<file path="src/hw/rtl/flgr_div.sv">
// Division by a constant through multiplication with a rounded-up reciprocal.
// The dividend is split in two halves that are multiplied by the reciprocal into
// registered partial products; their sum is then registered as the product, from
// which the quotient is taken by a shift.
module flgr_div #(
    parameter int NW      = 32,
    parameter int DIVISOR = 240000
) (
    input  logic          clk,
    input  logic          rst_n,
    input  logic          start,
    input  logic [NW-1:0] dividend,
    output logic          done,
    output logic [NW-1:0] quotient
);

    localparam int DL = $clog2(DIVISOR);
    localparam int SH = NW + DL;
    localparam int MW = NW + 2;
    localparam int HW = NW - 16;
    localparam int PW = NW + MW;
    localparam logic [MW-1:0] RECIP =
        MW'(((64'd1 << SH) + 64'(DIVISOR) - 64'd1) / 64'(DIVISOR));

    logic [MW+15:0]   lo_prod_reg;
    logic [HW+MW-1:0] hi_prod_reg;
    logic [PW-1:0]    prod_reg;
    logic             busy_reg;

    always_ff @(posedge clk or negedge rst_n)
    begin
        if (!rst_n)
            busy_reg <= 1'b0;
        else
            busy_reg <= start;
    end

    // Partial products first, then their sum.
    always_ff @(posedge clk)
    begin
        if (start)
        begin
            lo_prod_reg <= (MW + 16)'(dividend[15:0]) * (MW + 16)'(RECIP);
            hi_prod_reg <= (HW + MW)'(dividend[NW-1:16]) * (HW + MW)'(RECIP);
        end
        if (busy_reg)
            prod_reg <= PW'(lo_prod_reg) + {hi_prod_reg, 16'b0};
    end

    assign done     = !busy_reg && !start;
    assign quotient = NW'(prod_reg >> SH);

endmodule

</file>
<file path="config.mk">
export PLATFORM = sky130hd
export DESIGN_NAME = flgr_div
export DESIGN_NICKNAME = d
export VERILOG_FILES = /design/src/hw/rtl/flgr_div.sv
export SDC_FILE = /design/constraint.sdc
export NUM_CORES = 1
export LEC_CHECK = 0
export ABC_AREA = 0
export BUFFER_PORTS_ARGS = -buffer_cell sky130_fd_sc_hd__buf_2
export CAP_MARGIN = 0
export CORE_MARGIN = 3
export CORE_UTILIZATION = 40
export CTS_CLUSTER_SIZE = 40
export DETAILED_ROUTE_END_ITERATION = 8
export HOLD_SLACK_MARGIN = 0.05
export SETUP_SLACK_MARGIN = 0.3
export SLEW_MARGIN = 10
export SYNTH_ARGS = -nofsm -noshare
export SYNTH_HDL_FRONTEND = slang
export SYNTH_SLANG_ARGS = --single-unit
</file>
<file path="constraint.sdc">
create_clock -name clk -period 3.3 [get_ports clk]
set_input_delay 0.66 -clock clk [delete_from_list [all_inputs] [get_ports clk]]
set_output_delay 0.66 -clock clk [all_outputs]
set_load 0.02 [all_outputs]
</file>
; ---- Yosys cells after proc, flatten, opt, wreduce, memory -nomap -nowiden
; Index checks and enable logic that the tools add are counted.
[word_totals]
inputBits = 35
out_inout_bits = 33
ff_bits = 161
[op_classes]
n_addsub = 1
multipliers = 2
reduce_logical = 3
[ops]
columns = operator, n
row1 = multiplier 16 x 31 -> 47 bit (second input constant), 2
row2 = adder 49 x 65 -> 66 bit, 1
row3 = logical NOT 1 bit, 2
row4 = logical AND 1 bit, 1

; ---- Longest topological paths before layout
; Gate-level depths: netlist (run 1).
[depth]
word_depth = 2
ltp_mapped = 24
mapped_depth_nobuf = 23

; ---- Worst setup path after synthesis (run 1)
; Ideal clock, no wire load.
[synth_path]
path_type = input-to-reg
start = input dividend[29]
end = register hi_prod_reg[46] (data pin)
stages = 20
arrival_time_ns = 5.770
setup_slack_ns = -2.743
required_ns = 3.027
setup_ns = 0.273
path_cell_list = fa_1 -> inv_1 -> fa_1 -> inv_1 -> fa_1 -> inv_1 -> fa_1 -> fa_1 -> inv_1 -> fa_1 -> ha_1 -> a21o_1 -> a221o_1 -> a211oi_1 -> o21ai_0 -> a21oi_1 -> o21ai_0 -> o21a_1 -> mux2i_1 -> o2111ai_1
[synth_between]
elab_chain_len = 1
[synth_lines]
columns = element, line_no
row1 = start: declaration, 12  ; input logic [NW-1:0] dividend,
row2 = multiplier 16 x 31 -> 47 bit, 44  ; hi_prod_reg <= (HW + MW)'(dividend[NW-1:16]) * (HW + MW)'(RECIP);
row3 = end signal: assignment, 44
row4 = end: declaration, 26  ; logic [HW+MW-1:0] hi_prod_reg;
; No other way between the ends.
; A chain may end at the register's enable or synchronous reset.

; ---- Worst setup path after layout (run 1)
[layout_path]
start = input dividend[31]
end = register hi_prod_reg[46] (data pin)
; Same word-level chain as after synthesis.

==> results of run 1 <==
[kinds of logic (layout without fill, tap and decap cells)]
kind of cell    after synthesis  count (layout)
xor+xnor                     83              83
simple gates                201             201
flops                        95              95
fa+ha+maj                   737             737
mux                           1               1
other cells                   1              16
buf+inv                     598            1108
compound gates              267             267
[timing repair]
action | in CTS | in global routing
gates resized for setup | 212 | 132
hold buffers | 0 | 1
pin swaps | 123 | 91
setup endpoints to repair | 81 | 78
gates cloned | 0 | 0
setup buffers | 45 | 25
endpoints found under the hold margin | 0 | 1
[layer usage]
metal  up-vias  wire, um  global-route usage
met1      7359     25100               0.289
met5         -         0                   0
met2       239     25900               0.350
met4         0       989              0.0457
met3        57      1400              0.0125
li1       7320         -                   -
[path summary, 6_finish.rpt]
kind / start / to / cells past startpoint
max reg2reg: lo_prod_reg[19] / prod_reg[57] / 12
min reg2reg: hi_prod_reg[42] / prod_reg[58] / 1
max: dividend[31] / hi_prod_reg[46] / 21
min: hi_prod_reg[42] / prod_reg[58] / 1
max in group asynchronous: rst_n / busy_reg / 2
min in group asynchronous: rst_n / busy_reg / 2
[metrics by stage]
stage | std cells | utilization
floorplan | 1998 | -
global route | 3180 | 0.546
CTS | 3154 | 0.529
finish | 3180 | 0.546
global placement | 3093 | 0.498
detailed placement | 3093 | 0.498
[layout by cell type, fill, tap and decap left out, drive strengths merged, types with 5 or more instances in the layout]
cell type	n
nand2b	6
nand2	49
xor2	28
and2	5
clkbuf	9
nand3	20
nor3	8
edfxtp	94
and3	10
o21a	6
buf	518
o21ai	45
or2	7
a21oi	95
o21bai	15
ha	399
nand4	15
xnor2	55
conb	16
a21o	53
nor2b	14
a211oi	9
nor2	49
a31oi	10
inv	575
fa	338
[area by class of cell]
type | instances | area, um2 | share of cell area
multi-input combinational | 1305 | 17000 | 0.621
tap | 672 | 841 | 0.0306
inverter | 573 | 2160 | 0.0787
sequential | 95 | 2850 | 0.104
timing repair buffer | 519 | 4260 | 0.155
clock buffer | 9 | 225 | 0.00821
clock inverter | 7 | 81.3 | 0.00296
[critical path, cell delays in order]
cell and delay (ns):
buf_8 0.10, fa_2 0.58, inv_2 0.05, fa_1 0.50
inv_2 0.05, fa_1 0.48, inv_1 0.05, fa_1 0.45
fa_1 0.50, inv_1 0.05, fa_1 0.53, ha_4 0.22
a21o_1 0.15, a221o_1 0.37, a211oi_2 0.24, o21ai_2 0.11
a21oi_2 0.17, o21ai_1 0.09, o21a_1 0.21, mux2i_1 0.21
o2111ai_2 0.15
==> flow_summary.ini, run 1 <==
[logic_synthesis]
avgSynthCellArea_um2 = 10.3
synth-edff-count = 94
synth_compound_area_frac = 0.0840
synth_cells = 1983
ys_async_sr_fraction = 0.0105
synth.distinct_cells = 64
yosysWarnings = 0
netlist_top_cells_area = fa_1 (33%), ha_1 (25%), edfxtp_1 (14%)
seq_area_frac_synth = 0.140
yosys_most_used_dff = edfxtp_1
synth_top_cell_by_area = fa_1
synthAdderAreaFrac = 0.577
synth_top_area_share = 0.332
ys_seq_elements = 95
netlist_top_cells_count = inv_1 (573), ha_1 (399), fa_1 (338), edfxtp_1 (94), a21oi_1 (93)
syn-cell-area_um2 = 20400
synthMostInstantiatedCell = inv_1
synthMuxAreaShare = 0.000491
yosys.area_share.simple = 0.0496
synth_top_family_by_area = adder cells
synth_xor_area_frac = 0.0357

[timing]
worst_slew_pin_slew_ns = 0.671
setup-tns-final_ns = -152.42
hold_ws_ns = 0.590
rsz0062_at_grt = true
setup_viol = 71
hold_violations = 0
maxSlewHeadroom = 0.553
max_freq_mhz = 171
fin_crit_ns = 5.85
worst_slack_ns = -2.55
period_share = 1.77
drv_slew = 0
clock_skew_ns = 0.0113

[setup_path]
critical_path.endpoint_type = flop
r2r_slack_ns = 0.46
arrival_ns = 5.93
critPathMaxFanout = 3
critPathRequiredTime_ns = 3.37
critPathLaunchType = primary input
critPathKind = primary input to flop

[clock_tree]
cts_tree = done
clock_sinks = 95
cts_made_buffers = 9
path_clk_slew_ns = 0.07
clk_latency_ns = 0.35
cts_max_level = 3
clock-root-buffer = clkbuf_16
clk_path_buf_depth = 2

[place]
pre_cts_slack_ns = -3.13
gp_congestion = 0.943
port_buffers = 51
hpwlAfterDp_um = 46700
placed_area_um2 = 25000

[final_layout]
num-fill-cells = 4346
final_area_um2 = 27400
layout-drive-gt1-share = 0.326
diodes = 0
area_growth_pct = 34.7
largest_reg_flops = 47
nets = 3275

[global_route]
grt_max_degree = 43
grt_pass1_wl_um = 87200
gr-usage-all-layers = 0.205
grt_remaining_overflow = 0
grt_antenna_before_repair = 0
grt_pass1_vias = 16500

[floorplanning]
num_rows = 82
die_h_um = 232
core_um2 = 50300
dieArea_um2 = 53700
ios = 68
start_util = 0.405
chipWidth_um = 232

[detailed_routing]
via_per_inst = 4.71
drcViolationCount = 0
routedWlPerCell_um = 16.8
routed_wl_um = 53400
first_pass_iters = 5
drtIter0Drc = 593
postRouteAntennaNets = 0
vias = 15000

[outcome]
violations = negative setup slack
outcome = finished with violations

[hold_path]
hold_path.class = flop to flop

[job]
maxCapViolCount = 0
Power of run 1 is left out: the tool's default activity adds up to more than one toggle a clock period on the data nets, which glitch-free logic cannot reach.
==> run 2, diff against run 1 <==
--- a/config.mk
+++ b/config.mk
@@ -18,3 +18,4 @@
 export SYNTH_ARGS = -nofsm -noshare
 export SYNTH_HDL_FRONTEND = slang
 export SYNTH_SLANG_ARGS = --single-unit
+export TNS_END_PERCENT = 30
==> constraint.sdc (replaced) <==
create_clock -name clk -period 5.75 [get_ports clk]
set_input_delay 1.15 -clock clk [delete_from_list [all_inputs] [get_ports clk]]
set_output_delay 1.15 -clock clk [all_outputs]
set_load 0.02 [all_outputs]
==> run 2 against run 1 <==
Against the previous run:
- the run still ends with negative setup slack left
- register-to-register slack improved by 2.2 ns
- design area decreased by 5.7%
- clock-buffer cell count stayed put
- critical path type unchanged
==> flow_summary.ini, run 2 (same netlist as run 1, synthesis figures left out) <==
[outcome]
outcome = finished with violations
violations = negative setup slack

[setup_path]
critical_path.endpoint_type = flop
critPathMaxStageDelay_ns = 0.62
critPathKind = primary input to flop
critPathRequiredTime_ns = 5.83
cpMaxStageDelayCell = fa_2
arrival_ns = 6.41
critPathMaxFanout = 5
path_cells = buf_6 > fa_2 > fa_1 > fa_1 > inv_2 > fa_1 > fa_1 > inv_2 > fa_1 > ha_4 > a21o_1 > a221o_1 > a21oi_2 > o21ai_4 > a211oi_2 > o21ai_2 > o22ai_4 > nand4b_1 > o311ai_2
critPathLaunchType = primary input
cpMostUsedCell = fa_1

[timing]
max_freq_mhz = 158
clock_skew_ns = 0.0131
period_share = 1.10
drv_slew = 0
hold_violations = 0
rsz0062_at_grt = true
worst_slew_pin_slew_ns = 0.950
maxSlewHeadroom = 0.367
worst_slack_ns = -0.576
fin_crit_ns = 6.33
setup_viol = 52

[clock_tree]
clk_latency_ns = 0.35
cts_hold_buf = 0
cts_max_level = 3
clock_sinks = 95
cts_made_buffers = 9
clock-root-buffer = clkbuf_16
cts_tree = done
path_clk_slew_ns = 0.06
clk_path_buf_depth = 2

[global_route]
gr-usage-all-layers = 0.198
grt_remaining_overflow = 0
grt_pass1_wl_um = 84300
grt_antenna_before_repair = 0
grt_pass1_vias = 15800
grt_max_degree = 76

[floorplanning]
num_rows = 82
die_h_um = 232
core_um2 = 50300
start_util = 0.405
chipWidth_um = 232
dieArea_um2 = 53700
ios = 68

[place]
hpwlAfterDp_um = 45600
placed_area_um2 = 24300
gp_congestion = 0.987
pre_cts_slack_ns = -1.12
port_buffers = 51

[final_layout]
layout-drive-gt1-share = 0.277
diodes = 0
largest_reg_flops = 47
final_common_cell = inv_1
post-route-util = 0.514
final_area_um2 = 25900
nets = 3186
num-fill-cells = 4556
final_cell_mix = inv_1 (540), buf_4 (362), ha_1 (361)
area_growth_pct = 26.9

[detailed_routing]
drtIter0Drc = 610
first_pass_iters = 5
routedWlPerCell_um = 16.8
routed_wl_um = 51800
drcViolationCount = 0
postRouteAntennaNets = 0
vias = 14500
via_per_inst = 4.69

[hold_path]
hold_path.class = primary input to asynchronous set/reset pin

[job]
maxCapViolCount = 0
-- run 2: cell types whose count changed in the layout (fill, tap and decap cells not counted), moves of 8 or more --
cell and delta:
xnor2_1 +15, ha_1 +16, ha_4 -19, a21oi_4 -8
xnor2_2 -14, buf_4 -23, buf_6 -63
-- run 2: final cells by class --
| cell class | count | area, um2 | share of cell area |
|---|---|---|---|
| inverters | 573 | 2150 | 0.0833 |
| well taps | 672 | 841 | 0.0325 |
| flip-flops and latches | 95 | 2850 | 0.110 |
| repair buffers | 430 | 3320 | 0.128 |
| multi-input cells | 1305 | 16400 | 0.634 |
| clock inverters | 7 | 77.6 | 0.00300 |
| clock buffers | 9 | 225 | 0.00871 |
-- run 2: final timing paths --
check,start,to,slack (ns),cells past startpoint
setup / recovery,dividend[18],hi_prod_reg[42],-0.58,19
hold / removal,rst_n,busy_reg,0.57,1
setup reg to reg,hi_prod_reg[3],prod_reg[57],2.63,11
hold reg to reg,hi_prod_reg[47],prod_reg[63],0.59,1
max in group asynchronous,rst_n,busy_reg,5.10,1
min in group clk,hi_prod_reg[47],prod_reg[63],0.59,1
-- run 2: metrics by stage --
stage | std cells | TNS [ns] | hold WS (ns)
6_report | 3091 | -16.27 | 0.569
5_1_grt | 3091 | -25.56 | 0.556
4_1_cts | 3081 | -14.44 | 0.551
3_5_place_dp | 3044 | -44.51 | 0.577
3_3_place_gp | 3044 | -44.30 | 0.558
2_1_floorplan | 1998 | -13.47 | 0.526
-- run 2: per-layer routing --
| metal | share of wire | track usage | wire [um] |
|---|---|---|---|
| met4 | 0.023 | 0.0474 | 1190 |
| met5 | 0 | 0 | 0 |
| met3 | 0.025 | 0.0115 | 1270 |
| met2 | 0.48 | 0.334 | 24800 |
| met1 | 0.47 | 0.281 | 24600 |
-- run 2: repair_timing --
item / in CTS / in global routing
pin swaps: 106 / 80
gates resized for setup: 155 / 96
setup buffers: 21 / 10
endpoints found under the setup margin: 63 / 65
-- run 2: worst max-delay path: cells and delay by family --
family	cells	cell delay, ns
AO/OA/AOI/OAI	8	1.50
adder cells (fa/ha/maj)	7	3.38
AND/OR/NAND/NOR	1	0.18
buffers and inverters	3	0.18
Power of run 2 is left out for the same reason.
==> run 3, diff against run 2 <==
--- a/config.mk
+++ b/config.mk
@@ -8,7 +8,7 @@
 export ABC_AREA = 0
 export BUFFER_PORTS_ARGS = -buffer_cell sky130_fd_sc_hd__buf_2
 export CAP_MARGIN = 0
-export CORE_MARGIN = 3
+export CORE_MARGIN = 1
 export CORE_UTILIZATION = 40
 export CTS_CLUSTER_SIZE = 40
 export DETAILED_ROUTE_END_ITERATION = 8
==> run 3 against run 2 <==
Against the previous run:
- the flow still finishes with violations (negative setup slack)
- fmax down 0.90%
- final cell count rose by 0.49%
- register-to-register slack got worse by 0.02 ns
- worst hold slack worse by 0.0033 ns
- highest routed layer unchanged
==> flow_summary.ini, run 3 (same netlist as run 1, synthesis figures left out) <==
[outcome]
outcome = finished with violations
violations = negative setup slack

[place]
placed_area_um2 = 24300
port_buffers = 51
hpwlAfterDp_um = 46600
gp_congestion = 0.964
placed_cells = 3049

[timing]
max_freq_mhz = 157
worst_slew_pin_slew_ns = 0.910
hold_violations = 0
fin_crit_ns = 6.38
drv_slew = 0
period_share = 1.11
rsz0062_at_grt = true
worst_slack_ns = -0.634
maxSlewHeadroom = 0.393
clock_skew_ns = 0.00924
setup_viol = 55

[detailed_routing]
via_per_inst = 4.74
drtIter0Drc = 543
routedWlPerCell_um = 17.0
routed_wl_um = 52800
postRouteAntennaNets = 0
first_pass_iters = 5
vias = 14700
drcViolationCount = 0

[setup_path]
reg2reg_from = lo_prod_reg[19]
cpMaxStageDelayCell = fa_2
critPathKind = primary input to flop
critical_path.endpoint_type = flop
cpMostUsedCell = fa_1
critPathMaxFanout = 3
reg2reg_depth = 11
critPathRequiredTime_ns = 5.84
critPathMaxStageDelay_ns = 0.60
arrival_ns = 6.48
timing.rr.end = prod_reg[57]
crit_family = adder cells
critPathLaunchType = primary input
critPathBufInv = 5
r2r_slack_ns = 2.61
path_cells = buf_6 > fa_2 > ha_4 > fa_1 > inv_2 > fa_1 > inv_1 > fa_1 > inv_2 > fa_1 > inv_2 > ha_4 > a21o_1 > a21o_1 > a221oi_2 > o21ai_2 > o211ai_2 > a21oi_2 > or3_4 > a311oi_4 > o31ai_2 > xor2_1

[final_layout]
area_growth_pct = 27.4
final_common_cell = inv_1
post-route-util = 0.518
largest_reg_flops = 47
nets = 3201
diodes = 0
final_area_um2 = 26000
fin_cells = 3106
layout-drive-gt1-share = 0.278
final_cell_mix = inv_1 (538), buf_4 (377), ha_1 (358)

[clock_tree]
cts_tree = done
path_clk_slew_ns = 0.06
clock-root-buffer = clkbuf_16
clock_sinks = 95
cts_made_buffers = 9
cts_max_level = 3
clk_path_buf_depth = 2
clk_latency_ns = 0.35

[global_route]
grt_max_degree = 73
grt_antenna_before_repair = 0
grt_pass1_wl_um = 85900
gr-usage-all-layers = 0.214
grt_remaining_overflow = 0
grt_pass1_vias = 16400

[job]
maxCapViolCount = 0

[floorplanning]
ios = 68
chipWidth_um = 228
start_util = 0.406
die_h_um = 228
core_um2 = 50200
num_rows = 82
dieArea_um2 = 51800

[hold_path]
hold_path.class = primary input to asynchronous set/reset pin
## run 3: cell count changes in the layout (fill, tap and decap cells not counted), sizes merged
cell and delta:
clkinvlp +1, clkinv -2, buf +15, bufinv +1
## run 3: area by class of cell
type                    instances  area, um2
fillers                      4468      24200
repair buffers                445       3420
flip-flops and latches         95       2850
multi-input cells            1305      16400
clock buffers                   9        225
inverters                     573       2160
clock inverters                 7        101
well taps                     672        841
## run 3: worst max-delay path by stage
stage	endpoint	cells after the start	startpoint	slack (ns)
6_report	hi_prod_reg[47]	22	dividend[26]	-0.63
5_1_grt	hi_prod_reg[46]	21	dividend[31]	-0.78
4_1_cts	hi_prod_reg[47]	24	dividend[30]	-0.57
3_5_place_dp	lo_prod_reg[43]	23	dividend[6]	-1.07
3_3_place_gp	hi_prod_reg[47]	20	dividend[22]	-1.06
2_1_floorplan	hi_prod_reg[47]	21	dividend[28]	-0.58
## run 3: metal layers
metal	vias up	wire length, um	track usage
met5	-	0	0
met3	83	1750	0.0243
met4	0	1810	0.0675
met2	271	25300	0.366
li1	7184	-	-
met1	7198	23900	0.283
## run 3: stage by stage
step	worst slack [ns]	hold WS (ns)	setup TNS, ns
CTS	-0.568	0.546	-17.90
finish	-0.634	0.565	-19.45
floorplan	-0.577	0.526	-13.47
global placement	-1.06	0.573	-45.50
global route	-0.779	0.545	-28.64
detailed placement	-1.07	0.583	-48.74
## run 3: timing repair
item	CTS	global route
setup endpoints to repair	63	65
pin swaps	100	63
resized for setup	148	97
setup buffers	28	13
hold buffers	0	0
Power of run 3 is left out for the same reason.
